==> config.mk <==
export PLATFORM = sky130hd
export DESIGN_NAME = line_follow_pd_steering
export DESIGN_NICKNAME = d
export VERILOG_FILES = /design/src/rtl/lfps_pkg.sv /design/src/rtl/lfps_decode.sv /design/src/rtl/lfps_mult.sv /design/src/rtl/lfps_div.sv /design/src/rtl/lfps_drive.sv /design/src/rtl/line_follow_pd_steering.sv
export VERILOG_INCLUDE_DIRS = /design/src /design/src/rtl
export SDC_FILE = /design/constraint.sdc
export NUM_CORES = 1
export LEC_CHECK = 0
export BUFFER_PORTS_ARGS = -buffer_cell sky130_fd_sc_hd__buf_2
export CAP_MARGIN = 20
export CORE_UTILIZATION = 62
export DETAILED_ROUTE_END_ITERATION = 10
export HOLD_SLACK_MARGIN = 0.05
export PLACE_DENSITY = 0.77
export SLEW_MARGIN = 20
export SYNTH_ARGS = -nofsm -noshare
export SYNTH_HDL_FRONTEND = slang
export SYNTH_SLANG_ARGS = --single-unit
==> constraint.sdc <==
create_clock -name clk_i -period 19.5 [get_ports clk_i]
set_input_delay 0 -clock clk_i [delete_from_list [all_inputs] [get_ports clk_i]]
set_output_delay 0 -clock clk_i [all_outputs]
set_load 0.01 [all_outputs]
==> src/rtl/assert_macros.svh <==
// Assertion macros shared by the steering pipeline modules.
// Expects clk_i and rst_ni in the scope of each use.
`ifndef ASSERT_MACROS_SVH
`define ASSERT_MACROS_SVH

// Checked only while out of reset.
`define LFPS_ASSERT(lbl, prop) \
  lbl: assert property (@(posedge clk_i) disable iff (!rst_ni) prop) \
    else $error("lfps: assertion failed");

// Checked on every edge, reset included.
`define LFPS_ASSERT_ALWAYS(lbl, prop) \
  lbl: assert property (@(posedge clk_i) prop) \
    else $error("lfps: assertion failed");

`endif

==> src/rtl/lfps_pkg.sv <==
`timescale 1ns / 1ps
// Package for the line follower PD steering block: types, codes, constants.
// No dependencies.
package lfps_pkg;

  typedef enum logic [1:0] {
    ModeBrake = 2'd0,
    ModeFwd   = 2'd1,
    ModeRev   = 2'd2
  } mode_e;

  typedef enum logic [2:0] {
    CfgBaseSpeed = 3'd0,
    CfgMinSpeed  = 3'd1,
    CfgDropRate  = 3'd2,
    CfgPropGain  = 3'd3,
    CfgDerivGain = 3'd4,
    CfgSearchFwd = 3'd5,
    CfgSearchRev = 3'd6
  } cfg_idx_e;

  localparam int unsigned DutyMaxDef = 1000;

  // register reset values
  localparam logic [9:0] BaseSpeedRst = 10'd450;
  localparam logic [9:0] MinSpeedRst  = 10'd90;
  localparam logic [7:0] DropRateRst  = 8'd50;
  localparam logic [7:0] PropGainRst  = 8'd42;
  localparam logic [7:0] DerivGainRst = 8'd75;
  localparam logic [9:0] SearchFwdRst = 10'd350;
  localparam logic [9:0] SearchRevRst = 10'd260;

  // sensor patterns
  localparam logic [3:0] SensLost = 4'b0000;

  // error magnitudes in tenths
  localparam logic [5:0] ErrSmall = 6'd10;
  localparam logic [5:0] ErrMid   = 6'd25;
  localparam logic [5:0] ErrBig   = 6'd42;

  localparam logic [5:0] SharpThr = 6'd40;
  localparam logic [5:0] MedThr   = 6'd20;

  localparam logic signed [13:0] SharpOuter = 14'sd380;
  localparam logic signed [13:0] SharpInner = -14'sd180;
  localparam logic signed [13:0] MedAdd     = 14'sd120;
  localparam logic signed [13:0] MedInner   = -14'sd90;

  // x / 10 == (x * 52429) >> 19, exact for x below 81920
  localparam logic [31:0] Recip10      = 32'd52429;
  localparam int unsigned Recip10Shift = 19;

  typedef struct packed {
    logic signed [6:0] err;
    logic signed [7:0] dlt;        // err - previous err
    logic [5:0]        abs_err;
    logic              lost;
    logic              spin_right;
  } s1_t;

  typedef struct packed {
    logic [13:0]        slow_prod;  // |err| * drop_rate
    logic signed [15:0] pd_sum;     // kp*err + kd*dlt
    logic               err_pos;
    logic               sharp;
    logic               med;
    logic               lost;
    logic               spin_right;
  } s2_t;

  typedef struct packed {
    logic [10:0]        slowdown;
    logic signed [12:0] pd;
    logic               err_pos;
    logic               sharp;
    logic               med;
    logic               lost;
    logic               spin_right;
  } s3_t;

  typedef struct packed {
    mode_e      mode;
    logic [9:0] duty;
  } wheel_t;

  typedef struct packed {
    logic signed [6:0] err;
    logic              side_set;
    logic              side_right;
  } err_map_t;

  function automatic err_map_t map_sensors(input logic [3:0] s);
    err_map_t m;
    m.err        = 7'sd0;
    m.side_set   = 1'b0;
    m.side_right = 1'b0;
    case (s)
      4'h2: begin
        m.err = $signed({1'b0, ErrSmall}); m.side_set = 1'b1; m.side_right = 1'b1;
      end
      4'h3: begin
        m.err = $signed({1'b0, ErrMid}); m.side_set = 1'b1; m.side_right = 1'b1;
      end
      4'h1, 4'h7: begin
        m.err = $signed({1'b0, ErrBig}); m.side_set = 1'b1; m.side_right = 1'b1;
      end
      4'h4:       begin m.err = -$signed({1'b0, ErrSmall}); m.side_set = 1'b1; end
      4'hC:       begin m.err = -$signed({1'b0, ErrMid});   m.side_set = 1'b1; end
      4'h8, 4'hE: begin m.err = -$signed({1'b0, ErrBig});   m.side_set = 1'b1; end
      default:    ;
    endcase
    return m;
  endfunction

endpackage

==> src/rtl/lfps_decode.sv <==
`timescale 1ns / 1ps
// Input stage: sensor pattern to error, derivative and side memory.
// Depends on lfps_pkg, assert_macros.svh.
`include "assert_macros.svh"
module lfps_decode (
  input  logic          clk_i,
  input  logic          rst_ni,
  input  logic          valid_i,
  output logic          ready_o,
  input  logic [3:0]    sensor_bits_i,
  output logic          valid_o,
  input  logic          ready_i,
  output lfps_pkg::s1_t s1_o
);
  import lfps_pkg::*;

  logic              vld_q;
  s1_t               s1_q, s1_d;
  logic signed [6:0] prev_err_q, prev_err_d;
  logic              side_q, side_d;
  err_map_t          m;
  logic              lost;
  logic              accept;

  assign ready_o = !vld_q || ready_i;
  assign accept  = valid_i && ready_o;
  assign m       = map_sensors(sensor_bits_i);
  assign lost    = (sensor_bits_i == SensLost);

  always_comb begin
    s1_d.err        = m.err;
    s1_d.dlt        = 8'(m.err) - 8'(prev_err_q);
    s1_d.abs_err    = m.err[6] ? 6'(-m.err) : 6'(m.err);
    s1_d.lost       = lost;
    s1_d.spin_right = side_q;
    prev_err_d      = prev_err_q;
    side_d          = side_q;
    if (accept && !lost) begin
      prev_err_d = m.err;
      if (m.side_set) begin
        side_d = m.side_right;
      end
    end
  end

  always_ff @(posedge clk_i or negedge rst_ni) begin
    if (!rst_ni) begin
      vld_q      <= 1'b0;
      prev_err_q <= 7'sd0;
      side_q     <= 1'b0;
    end else begin
      prev_err_q <= prev_err_d;
      side_q     <= side_d;
      if (ready_o) begin
        vld_q <= valid_i;
      end
    end
  end

  always_ff @(posedge clk_i) begin
    if (accept) begin
      s1_q <= s1_d;
    end
  end

  assign valid_o = vld_q;
  assign s1_o    = s1_q;

  // a lost line leaves the derivative history alone
  `LFPS_ASSERT(a_lost_keeps_err, accept && lost |=> $stable(prev_err_q) && $stable(side_q))
  `LFPS_ASSERT(a_held_stage, vld_q && !ready_i |=> vld_q && $stable(s1_q))

endmodule

==> src/rtl/lfps_mult.sv <==
`timescale 1ns / 1ps
// Product stage: slowdown product and PD gain sum.
// Depends on lfps_pkg.
module lfps_mult (
  input  logic          clk_i,
  input  logic          rst_ni,
  input  logic          valid_i,
  output logic          ready_o,
  input  lfps_pkg::s1_t s1_i,
  input  logic [7:0]    drop_rate_i,
  input  logic [7:0]    prop_gain_i,
  input  logic [7:0]    deriv_gain_i,
  output logic          valid_o,
  input  logic          ready_i,
  output lfps_pkg::s2_t s2_o
);
  import lfps_pkg::*;

  logic               vld_q;
  s2_t                s2_q, s2_d;
  logic signed [15:0] p_term, d_term;

  assign ready_o = !vld_q || ready_i;

  always_comb begin
    p_term         = $signed({8'b0, prop_gain_i}) * 16'(s1_i.err);
    d_term         = $signed({8'b0, deriv_gain_i}) * 16'(s1_i.dlt);
    s2_d.slow_prod = 14'({8'b0, s1_i.abs_err} * {6'b0, drop_rate_i});
    s2_d.pd_sum    = p_term + d_term;
    s2_d.err_pos   = (s1_i.err > 7'sd0);
    s2_d.sharp     = (s1_i.abs_err >= SharpThr);
    s2_d.med       = (s1_i.abs_err >= MedThr);
    s2_d.lost      = s1_i.lost;
    s2_d.spin_right = s1_i.spin_right;
  end

  always_ff @(posedge clk_i or negedge rst_ni) begin
    if (!rst_ni) begin
      vld_q <= 1'b0;
    end else if (ready_o) begin
      vld_q <= valid_i;
    end
  end

  always_ff @(posedge clk_i) begin
    if (valid_i && ready_o) begin
      s2_q <= s2_d;
    end
  end

  assign valid_o = vld_q;
  assign s2_o    = s2_q;

endmodule

==> src/rtl/lfps_div.sv <==
`timescale 1ns / 1ps
// Divide-by-ten stage: reciprocal multiply, PD quotient truncated toward zero.
// Depends on lfps_pkg.
module lfps_div (
  input  logic          clk_i,
  input  logic          rst_ni,
  input  logic          valid_i,
  output logic          ready_o,
  input  lfps_pkg::s2_t s2_i,
  output logic          valid_o,
  input  logic          ready_i,
  output lfps_pkg::s3_t s3_o
);
  import lfps_pkg::*;

  logic        vld_q;
  s3_t         s3_q, s3_d;
  logic [14:0] pd_mag;
  logic [31:0] slow_prod32, pd_prod32;
  logic [11:0] pd_quot;

  assign ready_o = !vld_q || ready_i;

  always_comb begin
    pd_mag      = s2_i.pd_sum[15] ? 15'(-s2_i.pd_sum) : 15'(s2_i.pd_sum);
    slow_prod32 = 32'(s2_i.slow_prod) * Recip10;
    pd_prod32   = 32'(pd_mag) * Recip10;
    pd_quot     = 12'(pd_prod32 >> Recip10Shift);
    s3_d.slowdown   = 11'(slow_prod32 >> Recip10Shift);
    // magnitude divide then restore sign: truncates toward zero
    s3_d.pd         = s2_i.pd_sum[15] ? -$signed({1'b0, pd_quot}) : $signed({1'b0, pd_quot});
    s3_d.err_pos    = s2_i.err_pos;
    s3_d.sharp      = s2_i.sharp;
    s3_d.med        = s2_i.med;
    s3_d.lost       = s2_i.lost;
    s3_d.spin_right = s2_i.spin_right;
  end

  always_ff @(posedge clk_i or negedge rst_ni) begin
    if (!rst_ni) begin
      vld_q <= 1'b0;
    end else if (ready_o) begin
      vld_q <= valid_i;
    end
  end

  always_ff @(posedge clk_i) begin
    if (valid_i && ready_o) begin
      s3_q <= s3_d;
    end
  end

  assign valid_o = vld_q;
  assign s3_o    = s3_q;

endmodule

==> src/rtl/lfps_drive.sv <==
`timescale 1ns / 1ps
// Output stage: base clamp, steering select, wheel mode and saturated duty.
// Depends on lfps_pkg, assert_macros.svh.
`include "assert_macros.svh"
module lfps_drive #(
  parameter int unsigned DutyMax = lfps_pkg::DutyMaxDef
) (
  input  logic             clk_i,
  input  logic             rst_ni,
  input  logic             valid_i,
  output logic             ready_o,
  input  lfps_pkg::s3_t    s3_i,
  input  logic [9:0]       base_speed_i,
  input  logic [9:0]       min_speed_i,
  input  logic [9:0]       search_fwd_i,
  input  logic [9:0]       search_rev_i,
  output logic             valid_o,
  input  logic             ready_i,
  output lfps_pkg::wheel_t left_o,
  output lfps_pkg::wheel_t right_o,
  output logic             line_lost_o
);
  import lfps_pkg::*;

  logic               vld_q;
  wheel_t             left_q, right_q;
  logic               lost_q;
  logic signed [11:0] base_raw, base_c;
  logic signed [13:0] left_v, right_v, fwd_v, rev_v, base_med;

  function automatic wheel_t drive_f(input logic signed [13:0] v);
    wheel_t      w;
    logic [12:0] mag;
    mag = v[13] ? 13'(-v) : 13'(v);
    if (v == 14'sd0) begin
      w.mode = ModeBrake;
    end else if (v[13]) begin
      w.mode = ModeRev;
    end else begin
      w.mode = ModeFwd;
    end
    w.duty = (32'(mag) > DutyMax) ? 10'(DutyMax) : mag[9:0];
    return w;
  endfunction

  assign ready_o = !vld_q || ready_i;

  always_comb begin
    base_raw = $signed({2'b0, base_speed_i}) - $signed({1'b0, s3_i.slowdown});
    base_c   = (base_raw < $signed({2'b0, min_speed_i})) ? $signed({2'b0, min_speed_i})
                                                         : base_raw;
    fwd_v    = $signed({4'b0, search_fwd_i});
    rev_v    = -$signed({4'b0, search_rev_i});
    base_med = 14'(base_c) + MedAdd;
    if (s3_i.lost) begin
      left_v  = s3_i.spin_right ? fwd_v : rev_v;
      right_v = s3_i.spin_right ? rev_v : fwd_v;
    end else if (s3_i.sharp) begin
      left_v  = s3_i.err_pos ? SharpOuter : SharpInner;
      right_v = s3_i.err_pos ? SharpInner : SharpOuter;
    end else if (s3_i.med) begin
      left_v  = s3_i.err_pos ? base_med : MedInner;
      right_v = s3_i.err_pos ? MedInner : base_med;
    end else begin
      left_v  = 14'(base_c) + 14'(s3_i.pd);
      right_v = 14'(base_c) - 14'(s3_i.pd);
    end
  end

  always_ff @(posedge clk_i or negedge rst_ni) begin
    if (!rst_ni) begin
      vld_q <= 1'b0;
    end else if (ready_o) begin
      vld_q <= valid_i;
    end
  end

  always_ff @(posedge clk_i) begin
    if (valid_i && ready_o) begin
      left_q  <= drive_f(left_v);
      right_q <= drive_f(right_v);
      lost_q  <= s3_i.lost;
    end
  end

  assign valid_o     = vld_q;
  assign left_o      = left_q;
  assign right_o     = right_q;
  assign line_lost_o = lost_q;

  `LFPS_ASSERT(a_brake_left_zero, vld_q && left_q.mode == ModeBrake |-> left_q.duty == 10'd0)
  `LFPS_ASSERT(a_brake_right_zero, vld_q && right_q.mode == ModeBrake |-> right_q.duty == 10'd0)

endmodule

==> src/rtl/line_follow_pd_steering.sv <==
`timescale 1ns / 1ps
// Line follower PD steering, top level. Four-stage pipeline: decode, products,
// divide by ten, steering select and output register. Each stage registers its
// result in turn. Throughput: one beat per cycle while out_ready_i is high; the
// output register stalls upstream stages only as they fill. Reset (async, low)
// empties the pipeline, clears error and side memory, loads register defaults.
`include "assert_macros.svh"
module line_follow_pd_steering #(
  parameter int unsigned DutyMax = lfps_pkg::DutyMaxDef
) (
  input  logic       clk_i,
  input  logic       rst_ni,
  input  logic       cfg_we_i,
  input  logic [2:0] cfg_index_i,
  input  logic [9:0] cfg_data_i,
  input  logic       in_valid_i,
  output logic       in_ready_o,
  input  logic [3:0] sensor_bits_i,
  output logic       out_valid_o,
  input  logic       out_ready_i,
  output logic [1:0] left_mode_o,
  output logic [9:0] left_duty_o,
  output logic [1:0] right_mode_o,
  output logic [9:0] right_duty_o,
  output logic       line_lost_o
);
  import lfps_pkg::*;

  logic [9:0] base_speed_q, min_speed_q, search_fwd_q, search_rev_q;
  logic [7:0] drop_rate_q, prop_gain_q, deriv_gain_q;

  logic   v1, r1, v2, r2, v3, r3;
  s1_t    s1;
  s2_t    s2;
  s3_t    s3;
  wheel_t left_w, right_w;

  always_ff @(posedge clk_i or negedge rst_ni) begin
    if (!rst_ni) begin
      base_speed_q <= BaseSpeedRst;
      min_speed_q  <= MinSpeedRst;
      drop_rate_q  <= DropRateRst;
      prop_gain_q  <= PropGainRst;
      deriv_gain_q <= DerivGainRst;
      search_fwd_q <= SearchFwdRst;
      search_rev_q <= SearchRevRst;
    end else if (cfg_we_i) begin
      case (cfg_index_i)
        CfgBaseSpeed: base_speed_q <= cfg_data_i;
        CfgMinSpeed:  min_speed_q  <= cfg_data_i;
        CfgDropRate:  drop_rate_q  <= cfg_data_i[7:0];
        CfgPropGain:  prop_gain_q  <= cfg_data_i[7:0];
        CfgDerivGain: deriv_gain_q <= cfg_data_i[7:0];
        CfgSearchFwd: search_fwd_q <= cfg_data_i;
        CfgSearchRev: search_rev_q <= cfg_data_i;
        default:      ;
      endcase
    end
  end

  lfps_decode u_decode (
    .clk_i,
    .rst_ni,
    .valid_i       (in_valid_i),
    .ready_o       (in_ready_o),
    .sensor_bits_i (sensor_bits_i),
    .valid_o       (v1),
    .ready_i       (r1),
    .s1_o          (s1)
  );

  lfps_mult u_mult (
    .clk_i,
    .rst_ni,
    .valid_i      (v1),
    .ready_o      (r1),
    .s1_i         (s1),
    .drop_rate_i  (drop_rate_q),
    .prop_gain_i  (prop_gain_q),
    .deriv_gain_i (deriv_gain_q),
    .valid_o      (v2),
    .ready_i      (r2),
    .s2_o         (s2)
  );

  lfps_div u_div (
    .clk_i,
    .rst_ni,
    .valid_i (v2),
    .ready_o (r2),
    .s2_i    (s2),
    .valid_o (v3),
    .ready_i (r3),
    .s3_o    (s3)
  );

  lfps_drive #(
    .DutyMax (DutyMax)
  ) u_drive (
    .clk_i,
    .rst_ni,
    .valid_i      (v3),
    .ready_o      (r3),
    .s3_i         (s3),
    .base_speed_i (base_speed_q),
    .min_speed_i  (min_speed_q),
    .search_fwd_i (search_fwd_q),
    .search_rev_i (search_rev_q),
    .valid_o      (out_valid_o),
    .ready_i      (out_ready_i),
    .left_o       (left_w),
    .right_o      (right_w),
    .line_lost_o  (line_lost_o)
  );

  assign left_mode_o  = left_w.mode;
  assign left_duty_o  = left_w.duty;
  assign right_mode_o = right_w.mode;
  assign right_duty_o = right_w.duty;

  // empty output stage never blocks the input
  `LFPS_ASSERT(a_ready_when_empty, !out_valid_o |-> in_ready_o)
  // search spin always turns the wheels against each other or brakes one or both
  `LFPS_ASSERT(a_spin_not_fwd, out_valid_o && line_lost_o |-> !(left_mode_o == ModeFwd && right_mode_o == ModeFwd))
  `LFPS_ASSERT_ALWAYS(a_reset_empty, !rst_ni |=> !out_valid_o)

endmodule

==> metrics.md <==
| Metric | Value |
|---|---|
| Most frequent cells after synthesis | `inv_1, ha_1, fa_1, nand2_1, edfxtp_1` |
| CTS H-tree lvls | `4` |
| Fill cells | `2960` |
| Endpoint with the worst hold slack | `min_speed_q[6]$_DFFE_PN1P_` |
| Synth area leaders | `fa_1, ha_1, edfxtp_1` |
| Worst r2r src | `base_speed_q[1]$_DFFE_PN1P_` |
| Crit start category | `flop` |
| Area leader, netlist | `fa_1` |
| Worst hold path depth | `4` |
| Die Area | `0.03922 mm²` |
| Io pins | `49` |
| Worst Path Required | `19.68 ns` |
| Final TNS setup | `0 ns` |
| Hold Violations, Final | `0` |
| Total core area | `0.03776 mm²` |
| Initial core utilization | `63.11%` |
| EDFF count, synth | `110` |
| Ys Warns | `0` |
| Seq/Total Area, Yosys | `21.88%` |
| Mapped Cells | `2439` |
| Largest net degree at the start of global routing | `61` |
| Setup crit end kind | `flop` |
| Syn Area/Cell | `9.770 µm²` |
| Critical-path top delay cell | `ha_1` |
| Tmin final | `8.928 ns` |
| Post-synth top area share | `19.66%` |
| Port Buf Inserts | `48` |
| Vias/cell | `5.869` |
| Placer's final routability congestion estimate | `1.014` |
| Clk sink count | `185` |
| Hold Crit Class | `input port to flop` |
| Setup violations, final | `0` |
| DR vias | `17618` |
| Synth Flop Type | `edfxtp_1` |
| Inserted Clock Buffers | `17` |
| Post-synthesis cell type count | `89` |
| Final Max Slew Viols | `0` |
| Number of setup buffers added after CTS | `0` |
| Chip width | `198.0 µm` |
| Maximum achievable frequency | `112.0 MHz` |
| Avg WL per Cell | `18.70 µm` |
| Hold_sp | `cfg_index_i[0]` |
| Critical Path AT | `9.11 ns` |
| Fraction of registers with async set/reset | `40.54%` |
| Post-Route WL | `56130 µm` |
| CTS clk-pin slew, worst paths | `0.08 ns` |
| Most frequent cell after synthesis | `inv_1` |
| Grt total ovfl | `0` |
| Cell Rows | `71` |
| Routed Antenna Nets | `0` |
| Delay of the slowest cell on the worst path | `0.78 ns` |
| Status | `completed` |
| Layout net count | `3092` |
| Setup ws final | `10.57 ns` |
| DRC violations left | `0` |
| Worst Skew | `0.01311 ns` |
| Worst r2r dst | `u_drive.right_o[9]$_SDFFCE_PN1P_` |
| Crit path max fanout | `28` |
| RSZ-0062 raised after global routing | `no` |
| Tightest Pin Transition | `1.034 ns` |
| DPL Wire Length | `46080 µm` |
| Relative slew slack | `30.51%` |
| Mapped cell area | `0.02383 mm²` |
| Post-synthesis register bit count | `185` |
| Vias in the first global route | `18023` |
| Max cap viols | `0` |
| Die Height | `198.0 µm` |
| Gr usage total | `30.08%` |
| Initial antenna violation count | `1` |
| CTS tree | `yes` |
| Setup Crit Path Kind | `flop to flop` |
| Place WS | `10.66 ns` |
| Share of cells above drive strength 1 | `8.675%` |
| First-pass GRT wire length | `91780 µm` |
| TritonRoute pass-1 iters | `5` |
| Worst Reg2Reg Path Length in Cells | `30` |
| Deepest clock path buffer count | `2` |
| Initial DRC Count | `1140` |
| Synthesized net count | `3054` |
| Worst skew pair latency | `0.46 ns` |
| CP dominant cell by count | `ha_1` |
| Period utilization | `45.79%` |
| Layout area overhead | `6.464%` |
| Clock Tree Root | `clkbuf_16` |
| Worst R2R Setup Slack | `10.57 ns` |
==> worst max path at each step <==
stage | depth (start not counted) | slack (ns) | endpoint | from
after floorplan | 31 | 11.71 | u_drive.right_o[3]$_SDFFCE_PN1P_ | base_speed_q[1]$_DFFE_PN1P_
after global placement | 32 | 10.94 | u_drive.right_o[3]$_SDFFCE_PN1P_ | base_speed_q[1]$_DFFE_PN1P_
after detailed placement | 30 | 10.66 | u_drive.right_o[3]$_SDFFCE_PN1P_ | base_speed_q[1]$_DFFE_PN1P_
after CTS | 30 | 10.61 | u_drive.right_o[9]$_SDFFCE_PN1P_ | base_speed_q[1]$_DFFE_PN1P_
after global routing | 30 | 9.87 | u_drive.right_o[9]$_SDFFCE_PN1P_ | base_speed_q[1]$_DFFE_PN1P_
final | 30 | 10.57 | u_drive.right_o[9]$_SDFFCE_PN1P_ | base_speed_q[1]$_DFFE_PN1P_
==> flip-flops by register name, summed over array words and instances (netlist names), 6 cells and up <==
name	cells
u_drive.left_o	12
u_mult.s2_o	35
u_div.s3_o	29
search_rev_q	10
search_fwd_q	10
deriv_gain_q	8
u_drive.right_o	12
u_decode.prev_err_q	6
base_speed_q	10
drop_rate_q	8
u_decode.s1_o	21
min_speed_q	10
prop_gain_q	8
==> stage by stage <==
step                util [%]  area, µm²  cells  hold slack, ns
floorplan                  -      23830   2439         -0.2956
global placement       65.00      24540   2947         -0.1054
detailed placement     65.00      24540   2947         -0.1034
CTS                    67.17      25360   3001         0.05675
global route           67.19      25370   3002         0.09372
finish                 67.19      25370   3002         0.07404
==> timing repair <==
action	in CTS	in global routing
hold buffers	22	0
hold endpoints to repair	123	0
gates resized for setup	0	0
==> worst max-delay path, delay by kind of cell (launching register included) <==
family / cells / cell delay, ns
AO/OA/AOI/OAI: 9 / 2.79
XOR/XNOR: 1 / 0.25
adder cells (fa/ha/maj): 6 / 2.45
buffers and inverters: 3 / 0.42
flip-flops: 1 / 0.54
multiplexers: 1 / 0.35
AND/OR/NAND/NOR: 10 / 1.81
==> cells by family after synthesis <==
logic type,Yosys count,share of synthesized area (%)
simple gates,629,13.40
fa+ha+maj,593,38.51
buf+inv,445,7.068
compound gates,389,11.08
flops,185,21.88
xor+xnor,122,4.484
mux,76,3.581
==> final cells by class <==
class	count	area [µm²]	area share (%)
clock inverters	14	167.7	0.6609
flip-flops and latches	185	5213	20.55
inverters	387	1455	5.736
well taps	511	639.4	2.520
clock buffers	18	429.2	1.692
multi-input cells	1809	16950	66.80
diodes	1	2.502	0.009864
repair buffers	77	515.5	2.032
==> layout by cell type, fill, tap and decap left out, types with 13 or more instances in the layout <==
| master | n |
|---|---|
| dfrtp_1 | 49 |
| nand2b_1 | 47 |
| a21oi_1 | 96 |
| buf_2 | 47 |
| o21a_1 | 19 |
| and2_1 | 87 |
| o31ai_1 | 18 |
| a31oi_1 | 13 |
| o21bai_1 | 15 |
| nor2b_1 | 30 |
| xor2_1 | 43 |
| nand2_1 | 200 |
| ha_1 | 359 |
| edfxtp_1 | 110 |
| o21ai_0 | 75 |
| nand3_1 | 25 |
| dlygate4sd3_1 | 22 |
| nor3_1 | 38 |
| mux2_2 | 66 |
| fa_1 | 234 |
| dfstp_2 | 26 |
| xnor2_1 | 79 |
| a21o_1 | 31 |
| inv_1 | 384 |
| clkbuf_16 | 17 |
| nor2_1 | 104 |
| or3_1 | 21 |
| o211ai_1 | 14 |
==> metal layers <==
metal	part of all wire [%]	global-route usage, %
met5	0	0
met3	4.4	3.611
met1	43	38.58
met2	50	52.92
met4	2.6	9.417
Power is not shown: default switching activity piles up to over one toggle a cycle in this logic, so the estimate is an artifact.
